**src/hdl/fwrdf_pkg.sv**
```systemverilog
// ----------------------------------------------------------------------------
// fwrdf_pkg
// Shared types, constants and helpers of the fixed-width radix digit formatter.
// ----------------------------------------------------------------------------
package fwrdf_pkg;

    // Text grid
    localparam int COLUMNS     = 16;
    localparam int LINES       = 4;
    localparam int MAX_RESULTS = 17;

    // Digit buffer depth: an accepted request never has more digits than columns
    localparam int DIGIT_SLOTS = COLUMNS;

    // Largest digit count whose top divisor still fits in 32 bits
    localparam int BIN_MAX_DIGITS = 32;
    localparam int DEC_MAX_DIGITS = 10;
    localparam int HEX_MAX_DIGITS = 8;

    // floor(x * REC10 / 2^35) == x / 10 for every 32-bit x
    localparam logic [31:0] REC10       = 32'hCCCC_CCCD;
    localparam int          REC10_SHIFT = 35;

    // Radix select codes
    localparam logic [1:0] RADIX_BIN = 2'd0;
    localparam logic [1:0] RADIX_DEC = 2'd1;
    localparam logic [1:0] RADIX_HEX = 2'd2;
    localparam logic [1:0] RADIX_BAD = 2'd3;

    // Result status codes
    localparam logic [1:0] ST_OK          = 2'd0;
    localparam logic [1:0] ST_INVALID     = 2'd1;
    localparam logic [1:0] ST_UNSUPPORTED = 2'd2;

    // ASCII
    localparam logic [6:0] CH_ZERO  = 7'h30;
    localparam logic [6:0] CH_UPPER = 7'h41;
    localparam logic [6:0] CH_MINUS = 7'h2D;
    localparam logic [6:0] CH_PLUS  = 7'h2B;
    localparam logic [6:0] CH_NUL   = 7'h00;

    typedef enum logic [1:0] {
        SEL_ERR,
        SEL_SIGN,
        SEL_DIGIT
    } out_sel_t;

    typedef struct packed {
        logic     load;       // capture a new item
        logic     mul;        // reciprocal multiply for the decimal step
        logic     conv_step;  // extract one digit, least significant first
        logic     out_load;   // fill the result register
        out_sel_t out_sel;
    } ctrl_cmd_t;

    typedef struct packed {
        logic err;      // item is answered with a single error result
        logic decimal;  // working radix is ten
        logic sgn;      // sign character goes first
        logic cnt_one;  // digit counter is at its last step
    } dp_status_t;

    function automatic logic [6:0] digit_to_ascii(input logic [3:0] digit);
        logic [6:0] d7;
        d7 = {3'b000, digit};
        if (digit < 4'd10) begin
            return 7'(CH_ZERO + d7);
        end else begin
            return 7'(CH_UPPER + d7 - 7'd10);
        end
    endfunction

endpackage

```
**src/hdl/fwrdf_dp.sv**
```systemverilog
// ----------------------------------------------------------------------------
// fwrdf_dp
// Datapath: argument check, digit extraction, digit buffer, result register.
// ----------------------------------------------------------------------------
module fwrdf_dp (
    input  logic                  aclk,
    input  fwrdf_pkg::ctrl_cmd_t  cmd,
    output fwrdf_pkg::dp_status_t status,
    input  logic [31:0]           s_value,
    input  logic [4:0]            s_digit_count,
    input  logic [1:0]            s_radix_select,
    input  logic                  s_signed_mode,
    input  logic [2:0]            s_text_line,
    input  logic [4:0]            s_start_column,
    output logic [6:0]            m_character,
    output logic [2:0]            m_out_line,
    output logic [4:0]            m_out_column,
    output logic [1:0]            m_status,
    output logic                  m_last
);

    // Working registers
    logic [31:0] work_reg;
    logic [28:0] quot_reg;
    logic [3:0]  digits_reg [fwrdf_pkg::DIGIT_SLOTS];
    logic [4:0]  cnt_reg;
    logic [4:0]  n_reg;
    logic [1:0]  rad_reg;
    logic        neg_reg;
    logic        sgn_reg;
    logic [2:0]  line_reg;
    logic [4:0]  col_reg;
    logic [1:0]  err_reg;

    // Result register
    logic [6:0]  char_reg;
    logic [2:0]  oline_reg;
    logic [4:0]  ocol_reg;
    logic [1:0]  ostat_reg;
    logic        olast_reg;

    // Argument check on the input ports
    logic [5:0]  span;
    logic [5:0]  total;
    logic        line_ok;
    logic        inv_s;
    logic        inv_u;
    logic        too_wide;
    logic [1:0]  rad_eff;
    logic [1:0]  chk;

    always_comb begin
        span    = {1'b0, s_start_column} + {1'b0, s_digit_count};
        total   = {1'b0, s_digit_count} + {5'd0, s_signed_mode};
        line_ok = (s_text_line != 3'd0) && (s_text_line <= 3'(fwrdf_pkg::LINES));
        inv_s   = (s_digit_count == 5'd0) || (s_start_column == 5'd0) ||
                  (span > 6'(fwrdf_pkg::COLUMNS)) || !line_ok;
        inv_u   = (s_digit_count == 5'd0) ||
                  ({1'b0, s_digit_count} > 6'(fwrdf_pkg::COLUMNS)) ||
                  (s_start_column == 5'd0) ||
                  (span > 6'(fwrdf_pkg::COLUMNS + 1)) ||
                  (s_radix_select == fwrdf_pkg::RADIX_BAD);
        rad_eff = s_signed_mode ? fwrdf_pkg::RADIX_DEC : s_radix_select;
        unique case (rad_eff)
            fwrdf_pkg::RADIX_BIN:
                too_wide = {1'b0, s_digit_count} > 6'(fwrdf_pkg::BIN_MAX_DIGITS);
            fwrdf_pkg::RADIX_DEC:
                too_wide = {1'b0, s_digit_count} > 6'(fwrdf_pkg::DEC_MAX_DIGITS);
            fwrdf_pkg::RADIX_HEX:
                too_wide = {1'b0, s_digit_count} > 6'(fwrdf_pkg::HEX_MAX_DIGITS);
            fwrdf_pkg::RADIX_BAD:
                too_wide = 1'b0;
        endcase
        priority if (s_signed_mode ? inv_s : inv_u) begin
            chk = fwrdf_pkg::ST_INVALID;
        end else if (too_wide || (total > 6'(fwrdf_pkg::MAX_RESULTS))) begin
            chk = fwrdf_pkg::ST_UNSUPPORTED;
        end else if (!line_ok) begin
            chk = fwrdf_pkg::ST_INVALID;
        end else begin
            chk = fwrdf_pkg::ST_OK;
        end
    end

    // Digit step: quotient and remainder by the working radix
    logic [63:0] prod;
    logic [31:0] quot;
    logic [31:0] rem10;
    logic [3:0]  digit;

    assign prod = {32'd0, work_reg} * {32'd0, fwrdf_pkg::REC10};

    always_comb begin
        rem10 = work_reg - {quot_reg, 3'b000} - {2'b00, quot_reg, 1'b0};
        unique case (rad_reg)
            fwrdf_pkg::RADIX_BIN: begin
                quot  = {1'b0, work_reg[31:1]};
                digit = {3'b000, work_reg[0]};
            end
            fwrdf_pkg::RADIX_HEX: begin
                quot  = {4'd0, work_reg[31:4]};
                digit = work_reg[3:0];
            end
            default: begin
                quot  = {3'd0, quot_reg};
                digit = rem10[3:0];
            end
        endcase
    end

    always_ff @(posedge aclk) begin
        priority if (cmd.load) begin
            work_reg <= (s_signed_mode && s_value[31]) ? (~s_value + 32'd1) : s_value;
            neg_reg  <= s_signed_mode && s_value[31];
            sgn_reg  <= s_signed_mode;
            rad_reg  <= rad_eff;
            n_reg    <= s_digit_count;
            cnt_reg  <= s_digit_count;
            line_reg <= s_text_line;
            col_reg  <= s_start_column;
            err_reg  <= chk;
        end else if (cmd.mul) begin
            quot_reg <= prod[63:fwrdf_pkg::REC10_SHIFT];
        end else if (cmd.conv_step) begin
            // newest digit enters at slot 0, so the top digit ends up there
            work_reg      <= quot;
            digits_reg[0] <= digit;
            for (int i = 1; i < fwrdf_pkg::DIGIT_SLOTS; i++) begin
                digits_reg[i] <= digits_reg[i - 1];
            end
            cnt_reg <= (cnt_reg == 5'd1) ? n_reg : 5'(cnt_reg - 5'd1);
        end else if (cmd.out_load) begin
            oline_reg <= line_reg;
            unique case (cmd.out_sel)
                fwrdf_pkg::SEL_ERR: begin
                    char_reg  <= fwrdf_pkg::CH_NUL;
                    ocol_reg  <= col_reg;
                    ostat_reg <= err_reg;
                    olast_reg <= 1'b1;
                end
                fwrdf_pkg::SEL_SIGN: begin
                    char_reg  <= neg_reg ? fwrdf_pkg::CH_MINUS : fwrdf_pkg::CH_PLUS;
                    ocol_reg  <= col_reg;
                    ostat_reg <= fwrdf_pkg::ST_OK;
                    olast_reg <= 1'b0;
                    col_reg   <= 5'(col_reg + 5'd1);
                end
                default: begin
                    char_reg  <= fwrdf_pkg::digit_to_ascii(digits_reg[0]);
                    ocol_reg  <= col_reg;
                    ostat_reg <= fwrdf_pkg::ST_OK;
                    olast_reg <= (cnt_reg == 5'd1);
                    col_reg   <= 5'(col_reg + 5'd1);
                    cnt_reg   <= 5'(cnt_reg - 5'd1);
                    for (int i = 0; i < fwrdf_pkg::DIGIT_SLOTS - 1; i++) begin
                        digits_reg[i] <= digits_reg[i + 1];
                    end
                    digits_reg[fwrdf_pkg::DIGIT_SLOTS - 1] <= 4'd0;
                end
            endcase
        end else begin
            work_reg <= work_reg;
        end
    end

    assign status.err     = (err_reg != fwrdf_pkg::ST_OK);
    assign status.decimal = (rad_reg == fwrdf_pkg::RADIX_DEC);
    assign status.sgn     = sgn_reg;
    assign status.cnt_one = (cnt_reg == 5'd1);

    assign m_character  = char_reg;
    assign m_out_line   = oline_reg;
    assign m_out_column = ocol_reg;
    assign m_status     = ostat_reg;
    assign m_last       = olast_reg;

endmodule

```
**src/hdl/fwrdf_ctrl.sv**
```systemverilog
// ----------------------------------------------------------------------------
// fwrdf_ctrl
// Controller: sequences check, digit extraction and result emission.
// ----------------------------------------------------------------------------
module fwrdf_ctrl (
    input  logic                  aclk,
    input  logic                  aresetn,
    input  logic                  s_valid,
    output logic                  s_ready,
    output logic                  m_valid,
    input  logic                  m_ready,
    output fwrdf_pkg::ctrl_cmd_t  cmd,
    input  fwrdf_pkg::dp_status_t status
);

    typedef enum logic [2:0] {
        S_IDLE,
        S_START,
        S_MUL,
        S_DIG,
        S_SIGN,
        S_EMIT,
        S_ERR
    } state_t;

    state_t state_reg;
    state_t state_next;
    logic   m_valid_reg;
    logic   m_valid_next;
    logic   out_free;

    assign out_free = !m_valid_reg || m_ready;
    assign s_ready  = (state_reg == S_IDLE);
    assign m_valid  = m_valid_reg;

    always_comb begin
        cmd          = '0;
        cmd.out_sel  = fwrdf_pkg::SEL_DIGIT;
        state_next   = state_reg;
        unique case (state_reg)
            S_IDLE: begin
                if (s_valid) begin
                    cmd.load   = 1'b1;
                    state_next = S_START;
                end
            end
            S_START: begin
                priority if (status.err) begin
                    state_next = S_ERR;
                end else if (status.decimal) begin
                    state_next = S_MUL;
                end else begin
                    state_next = S_DIG;
                end
            end
            S_MUL: begin
                cmd.mul    = 1'b1;
                state_next = S_DIG;
            end
            S_DIG: begin
                cmd.conv_step = 1'b1;
                priority if (status.cnt_one) begin
                    state_next = status.sgn ? S_SIGN : S_EMIT;
                end else if (status.decimal) begin
                    state_next = S_MUL;
                end else begin
                    state_next = S_DIG;
                end
            end
            S_SIGN: begin
                if (out_free) begin
                    cmd.out_load = 1'b1;
                    cmd.out_sel  = fwrdf_pkg::SEL_SIGN;
                    state_next   = S_EMIT;
                end
            end
            S_EMIT: begin
                if (out_free) begin
                    cmd.out_load = 1'b1;
                    cmd.out_sel  = fwrdf_pkg::SEL_DIGIT;
                    if (status.cnt_one) begin
                        state_next = S_IDLE;
                    end
                end
            end
            S_ERR: begin
                if (out_free) begin
                    cmd.out_load = 1'b1;
                    cmd.out_sel  = fwrdf_pkg::SEL_ERR;
                    state_next   = S_IDLE;
                end
            end
            default: begin
                state_next = S_IDLE;
            end
        endcase
        m_valid_next = cmd.out_load ? 1'b1 : (m_ready ? 1'b0 : m_valid_reg);
    end

    always_ff @(posedge aclk) begin
        if (!aresetn) begin
            state_reg   <= S_IDLE;
            m_valid_reg <= 1'b0;
        end else begin
            state_reg   <= state_next;
            m_valid_reg <= m_valid_next;
        end
    end

endmodule

```
**src/hdl/fixed_width_radix_digit_formatter.sv**
```systemverilog
// ----------------------------------------------------------------------------
// fixed_width_radix_digit_formatter
// Turns a 32-bit value into fixed-width ASCII digits tagged with text positions.
// ----------------------------------------------------------------------------
// Usage:
//   Input channel (s_valid/s_ready) takes one item: value, digit count, radix,
//   signed flag, text line and start column. The result channel
//   (m_valid/m_ready) returns one item per character, most significant digit
//   first, each with its line and column; m_last marks the final one. Signed
//   items send '+' or '-' ahead of the decimal magnitude. A bad request is
//   answered by a single item with status invalid or unsupported.
// Sequence:
//   One item is worked at a time. After acceptance the request is checked,
//   then digits are extracted least significant first (for decimal: multiply
//   by the reciprocal of ten, then remainder), then the characters are
//   emitted one by one as the receiver takes them. Error items skip digit
//   extraction.
// Reset and stall:
//   aresetn (synchronous, active low) drops any item in flight and clears
//   m_valid. A stalled receiver holds the result register; emission waits,
//   and the next input item is taken once the last result is registered.
// ----------------------------------------------------------------------------
module fixed_width_radix_digit_formatter (
    input  logic        aclk,
    input  logic        aresetn,
    input  logic        s_valid,
    output logic        s_ready,
    input  logic [31:0] s_value,
    input  logic [4:0]  s_digit_count,
    input  logic [1:0]  s_radix_select,
    input  logic        s_signed_mode,
    input  logic [2:0]  s_text_line,
    input  logic [4:0]  s_start_column,
    output logic        m_valid,
    input  logic        m_ready,
    output logic [6:0]  m_character,
    output logic [2:0]  m_out_line,
    output logic [4:0]  m_out_column,
    output logic [1:0]  m_status,
    output logic        m_last
);

    fwrdf_pkg::ctrl_cmd_t  cmd;
    fwrdf_pkg::dp_status_t status;

    // Sequencer: owns both handshakes
    fwrdf_ctrl u_ctrl (
        .aclk    (aclk),
        .aresetn (aresetn),
        .s_valid (s_valid),
        .s_ready (s_ready),
        .m_valid (m_valid),
        .m_ready (m_ready),
        .cmd     (cmd),
        .status  (status)
    );

    // Check, digit extraction and the result register
    fwrdf_dp u_dp (
        .aclk           (aclk),
        .cmd            (cmd),
        .status         (status),
        .s_value        (s_value),
        .s_digit_count  (s_digit_count),
        .s_radix_select (s_radix_select),
        .s_signed_mode  (s_signed_mode),
        .s_text_line    (s_text_line),
        .s_start_column (s_start_column),
        .m_character    (m_character),
        .m_out_line     (m_out_line),
        .m_out_column   (m_out_column),
        .m_status       (m_status),
        .m_last         (m_last)
    );

    // Error items are single, closing, and carry no character
    a_err_single: assert property (@(posedge aclk) disable iff (!aresetn)
        m_valid && (m_status != fwrdf_pkg::ST_OK) |-> m_last && (m_character == 7'd0))
        else $error("error item not final or has a character");

    // Good characters always carry a nonzero line and column
    a_ok_position: assert property (@(posedge aclk) disable iff (!aresetn)
        m_valid && (m_status == fwrdf_pkg::ST_OK) |->
            (m_out_column != 5'd0) && (m_out_line != 3'd0))
        else $error("character outside the text grid");

    // The block is busy in the cycle after it takes an item
    a_busy_after_accept: assert property (@(posedge aclk) disable iff (!aresetn)
        s_valid && s_ready |=> !s_ready)
        else $error("input ready right after an accept");

    // Result status carries only the defined codes
    a_status_code: assert property (@(posedge aclk) disable iff (!aresetn)
        m_valid |-> (m_status == fwrdf_pkg::ST_OK) || (m_status == fwrdf_pkg::ST_INVALID) ||
            (m_status == fwrdf_pkg::ST_UNSUPPORTED))
        else $error("undefined status code");

endmodule
```
**config.mk**
```make
export PLATFORM = sky130hd
export DESIGN_NAME = fixed_width_radix_digit_formatter
export DESIGN_NICKNAME = d
export VERILOG_FILES = /design/src/hdl/fwrdf_pkg.sv /design/src/hdl/fwrdf_dp.sv /design/src/hdl/fwrdf_ctrl.sv /design/src/hdl/fixed_width_radix_digit_formatter.sv
export SDC_FILE = /design/constraint.sdc
export NUM_CORES = 1
export LEC_CHECK = 0
export BUFFER_PORTS_ARGS = -buffer_cell sky130_fd_sc_hd__buf_2
export CORE_MARGIN = 4
export CORE_UTILIZATION = 30
export DETAILED_ROUTE_END_ITERATION = 7
export GPL_TIMING_DRIVEN = 0
export PLACE_DENSITY_LB_ADDON = 0.3
export SLEW_MARGIN = 30
export SYNTH_ARGS = -nofsm -noshare
export SYNTH_HDL_FRONTEND = slang
export SYNTH_SLANG_ARGS = --single-unit
export TNS_END_PERCENT = 1
```
**constraint.sdc**
```tcl
create_clock -name aclk -period 6.7 [get_ports aclk]
set_clock_uncertainty 0.15 [all_clocks]
set_input_delay 1.005 -clock aclk [delete_from_list [all_inputs] [get_ports aclk]]
set_output_delay 1.005 -clock aclk [all_outputs]
set_load 0.01 [all_outputs]
```
# --- Word level (Yosys, flattened, before mapping) ---
# Memory sizes are Yosys's and may differ from the RTL's.
# Cells that the tools add are included.
op_classes:
  n_addsub: 10
  mul: 1
  order_cmp: 9
  eq_ne: 23
  mux: 72
  n_bitwise: 20
  reduce_logical: 32
ops:
  columns: ["operator", "count"]
  rows:
  - ["$mux 32", 4]
  - ["$mul 32x32->64 const B", 1]
  - ["$mux 4", 16]
  - ["$pmux 31 s2", 1]
  - ["$mux 5", 11]
  - ["$mux 3", 11]
  - ["$add 32x1->32 const B", 1]
  - ["$not 32->32", 1]
  - ["$pmux 3 s7", 1]
  - ["$mux 1", 20]
  - ["$gt 6x5->1 const B", 3]
  - ["$or 1x1->1", 16]
  - ["$pmux 7 s2", 1]
  - ["$gt 5x4->1 const B", 2]
  - ["$logic_not 5->1", 2]
  - ["$ne 2x1->1 const B", 5]
  - ["$eq 3x3->1 const B", 3]
  - ["$logic_or 1x1->1", 9]
  - ["$pmux 3 s3", 1]
  - ["$eq 2x2->1 const B", 4]
  - ["$pmux 4 s2", 1]
  - ["$reduce_and 4->1", 2]
  - ["$reduce_bool 2->1", 4]
  - ["$sub 4x4->4", 2]
  - ["other kinds (31)", 45]
word_totals:
  ff_bits: 107
  ram_bits: 64
  inputBits: 52
  out_inout_bits: 20
  wordCells: 185
  mem_count: 1
mem_list:
  columns: ["name", "depth", "width", "read_ports", "rd_ports_with_merged_regs", "write_ports", "line", "rtl"]
  rows:
  - ["u_dp.digits_reg", 16, 4, 16, 0, 16, "fwrdf_dp.sv:25", "logic [3:0] digits_reg [fwrdf_pkg::DIGIT_SLOTS];"]

# --- Longest topological paths before layout ---
logic_depth:
  ltp_word: 13
  depth_mapped: 25
  depth_no_buf: 25

# --- Modules after synthesis ---
# Synthesis repeated with hierarchy kept, for this count alone.
unflattened:
  cells_unflattened: 2491
  hier_area_um2: 25878.6
by_module_without_submodules:
  columns: ["module", "n_inst", "cells_per_inst", "area_per_inst_um2", "seq_area_each_um2"]
  rows:
  - ["fwrdf_dp", 1, 2449, 25553.3, 5014.8]
  - ["fwrdf_ctrl", 1, 42, 325.3, 80.1]

# --- Worst setup path after synthesis ---
# OpenSTA, ideal clock, no wires.
synth_timing:
  path_kind: "register to register"
  start: "register u_dp.work_reg[1]"
  end: "register u_dp.quot_reg[21] (data pin)"
  setup_time_ns: 0.259
  t_arrival_ns: 6.871
  required_time_ns: 6.291
  setup_slack_ns: -0.580
  path_stages_with_launch: 23
  n_path_buf: 0
  synth_period_minus_slack_ns: 7.280
  path_cell_list: "edfxtp_1 -> ha_1 -> xor2_1 -> ha_1 -> or2_2 -> fa_1 -> fa_1 -> fa_1 -> fa_1 -> fa_1 -> inv_1 -> fa_1 -> inv_1 -> ha_1 -> a21o_1 -> a21o_1 -> o22ai_1 -> o211ai_1 -> or4_4 -> and2_4 -> a311o_1 -> a21oi_2 -> xnor2_1"
synth_via:
  elab_chain_cells: 1
synth_rtl:
  columns: ["item", "line", "rtl"]
  rows:
  - ["start, declared", "fwrdf_dp.sv:23", "logic [31:0] work_reg;"]
  - ["start signal, assigned", "fwrdf_dp.sv:113", "work_reg <= (s_signed_mode && s_value[31]) ? (~s_value + 32'd1) : s_value;"]
  - ["start signal, assigned", "fwrdf_dp.sv:126", "work_reg <= quot;"]
  - ["start signal, assigned", "fwrdf_dp.sv:162", "work_reg <= work_reg;"]
  - ["$mul 32x32->64", "fwrdf_dp.sv:91", "assign prod = {32'd0, work_reg} * {32'd0, fwrdf_pkg::REC10};"]
  - ["net u_dp.prod[56]", "fwrdf_dp.sv:86", "logic [63:0] prod;"]
  - ["end signal, assigned", "fwrdf_dp.sv:123", "quot_reg <= prod[63:fwrdf_pkg::REC10_SHIFT];"]
  - ["end, declared", "fwrdf_dp.sv:24", "logic [28:0] quot_reg;"]
# The timed path passes the listed nets, and every way through them passes these cells.
# A chain may end at the register's enable or synchronous reset.

# --- Worst setup path after layout ---
layout_timing:
  start: "register u_dp.work_reg[22]"
  end: "register u_dp.quot_reg[21] (data pin)"
# The elaborated chain is that of the path after synthesis.

==> metrics.md <==
| Metric | Value |
|---|---|
| Net Count, Synth | 3,257 |
| Achievable Freq | 131 MHz |
| Grt ovf | 0 |
| Post-DRT Antenna Nets | 0 |
| DR vias/cell | 4.65 |
| Critical Path RT | 6.73 ns |
| I/O pins | 72 |
| Clock buffer depth | 2 |
| R2R setup slack | -0.93 ns |
| Netlist cell types | 69 |
| Area of the mapped netlist | 0.0255 sq mm |
| GP Congestion | 0.909 |
| Most frequent cell after synthesis | inv_1 |
| Slew headroom | 41.7% |
| Die Wd | 299 um |
| Final worst path period share | 114% |
| Hold/Removal Path Class | flop to flop |
| Ranking of synthesized cells by area | fa_1, edfxtp_1, ha_1 |
| Critical Path Fanout Max | 7 |
| Initial drt markers | 1,143 |
| Via count | 17,800 |
| # hold bufs at CTS | 0 |
| Worst Reg2Reg Path Length in Cells | 24 |
| Initial antenna violation count | 1 |
| Max reg flops | 64 |
| CTS Root Cell | clkbuf_16 |
| Share of cells above drive strength 1 | 16.8% |
| GRT Util Overall | 17.0% |
| Final Hold Fails | 0 |
| Die Height | 299 um |
| Post-layout nets | 3,481 |
| WL per Instance | 19.7 um |
| Area delta synth->final | 18.4% |
| Place WS | -2.21 ns |
| WHS | 0.266 ns |
| Syn Inst Count | 2,459 |
| Yosys warns | 0 |
| Tmin final | 7.63 ns |
| Cell taking the most area after synthesis | fa_1 |
| Vias in the first global route | 18,600 |
| Clock transition at path regs | 0.07 ns |
| CTS tree | yes |
| Async S/R FF share, synth | 0% |
| Slew @ Worst Pin | 0.875 ns |
| Post-DP HPWL | 60,700 um |
| WS Path Type | flop to flop |
| CORE AREA | 0.0840 sq mm |
| Critical path arrival | 7.67 ns |
| Area share of the largest cell type after synthesis | 30.4% |
| Post-route worst setup slack | -0.935 ns |
| Port Buf Inserts | 71 |
| Clock sinks | 171 |
| Initial Utilization | 30.4% |
| Top_reg_cell synth | edfxtp_1 |
| Row count | 106 |
| DR DRC count | 0 |
| Hold Path Stages | 0 |
| #FFs+latches synth | 171 |
| Area of the multi-input gates | 0.0188 sq mm |
| TritonCTS Buffers | 17 |
| H-tree Lvls | 4 |
| Unrepaired setup endpoints after global routing | yes |
| Seq/Total Area, Yosys | 20.0% |
| Largest net degree at the start of global routing | 50 |
| Final setup fails | 29 |
| Max_cap viols | 0 |
| R2R Path End | u_dp.quot_reg[21]$_DFFE_PP_ |
| Final core utilization | 36.0% |
| Hold_sp | u_dp.line_reg[0]$_DFFE_PP_ |
| Startpoint Class | flop |
| Origin of the critical flop-to-flop path | u_dp.work_reg[22]$_DFFE_PP_ |
| Setup crit end kind | flop |
| First-pass detailed-route iteration total | 5 |
| Mean post-synth cell area | 10.4 sq um |
| Worst skew pair latency | 0.44 ns |
| Die area | 0.0897 sq mm |
| WHS Endpoint | u_dp.m_out_line[0]$_DFFE_PP_ |
| Status | finished, violations left |
| Commonest cells post-synth | inv_1, fa_1, ha_1 |
| Routed wire length | 75,400 um |
| Failing checks | negative setup slack |
| First-pass GRT wire length | 115,000 um |
| Final slew viol count | 0 |
| FF/Latch Area | 0.00509 sq mm |
| Fillers | 8,468 |
| Number of synthesized flops with an enable pin | 167 |
[final cells by class]
cell class,count,share of cell area (%)
antenna,1,0.00829
inverter,651,8.15
clock inverter,14,0.605
tap,1134,4.70
clock buffer,18,1.42
sequential,171,16.9
buffer,45,0.717
multi-input combinational,1587,62.2
timing repair buffer,210,5.34
[per-stage QoR]
step                      setup TNS [ns]  area (sq um)  instances
after global placement            -49.62         27700       3664
after detailed placement          -48.92         27800       3669
after CTS                         -18.69         29800       3810
after global routing              -23.02         30200       3830
final                             -17.35         30200       3831
after floorplan                    -2.20         25900       2459
[kinds of logic after synthesis]
logic type	synth area share, %
simple gates	5.50
buf+inv	10.4
flops	20.0
xor+xnor	4.16
compound gates	8.25
mux	3.74
fa+ha+maj	48.0
[worst max path at each step]
stage	startpoint	end	slack, ns	depth (start not counted)
floorplan	u_dp.work_reg[10]$_DFFE_PP_	u_dp.quot_reg[21]$_DFFE_PP_	-0.29	22
global placement	u_dp.work_reg[0]$_DFFE_PP_	u_dp.quot_reg[16]$_DFFE_PP_	-2.25	23
detailed placement	u_dp.work_reg[0]$_DFFE_PP_	u_dp.quot_reg[16]$_DFFE_PP_	-2.21	23
CTS	u_dp.work_reg[1]$_DFFE_PP_	u_dp.quot_reg[21]$_DFFE_PP_	-0.94	24
global route	u_dp.work_reg[19]$_DFFE_PP_	u_dp.quot_reg[10]$_DFFE_PP_	-1.07	27
finish	u_dp.work_reg[22]$_DFFE_PP_	u_dp.quot_reg[21]$_DFFE_PP_	-0.93	24
[layout by cell type, fill, tap and decap left out, drive strengths merged, types with 19 or more instances in the layout]
cell type  instances
a21o              47
nand2             91
a21oi            115
fa               387
mux2i             31
xnor2             54
o21ai             66
inv              652
xor2              67
a211oi            31
buf              221
mux2              57
clkbuf            52
nand3             19
ha               359
nor2              86
edfxtp           167
[critical path: stages, from the launching register on]
cell,delay (ns)
edfxtp_1,0.42
buf_12,0.17
ha_4,0.35
inv_1,0.10
fa_1,0.51
inv_1,0.05
fa_1,0.58
inv_1,0.08
fa_1,0.50
inv_1,0.05
fa_1,0.56
fa_1,0.47
fa_1,0.43
ha_1,0.32
ha_1,0.44
a21oi_4,0.23
o211ai_1,0.17
o22ai_4,0.21
o211ai_1,0.12
buf_4,0.18
or4_4,0.47
and2_4,0.17
a311o_1,0.39
a21oi_2,0.14
xnor2_1,0.10
[layer usage]
metal | vias up | wire length, um | GRT usage, %
li1 | 8368 | - | -
met1 | 8982 | 33600 | 22.7
met2 | 388 | 36600 | 29.2
met3 | 88 | 2940 | 2.16
met4 | 0 | 2260 | 4.22
met5 | - | 0 | 0
[repair_timing]
action                                  CTS  global route
buffers inserted                        114            20
cloned                                    0             0
endpoints found under the setup margin   29            29
pin swaps                                55            34
gates resized for setup                  87            45
Power is left out: the tool's default activity adds up to more than one toggle a clock period on the data nets, which glitch-free logic cannot reach.
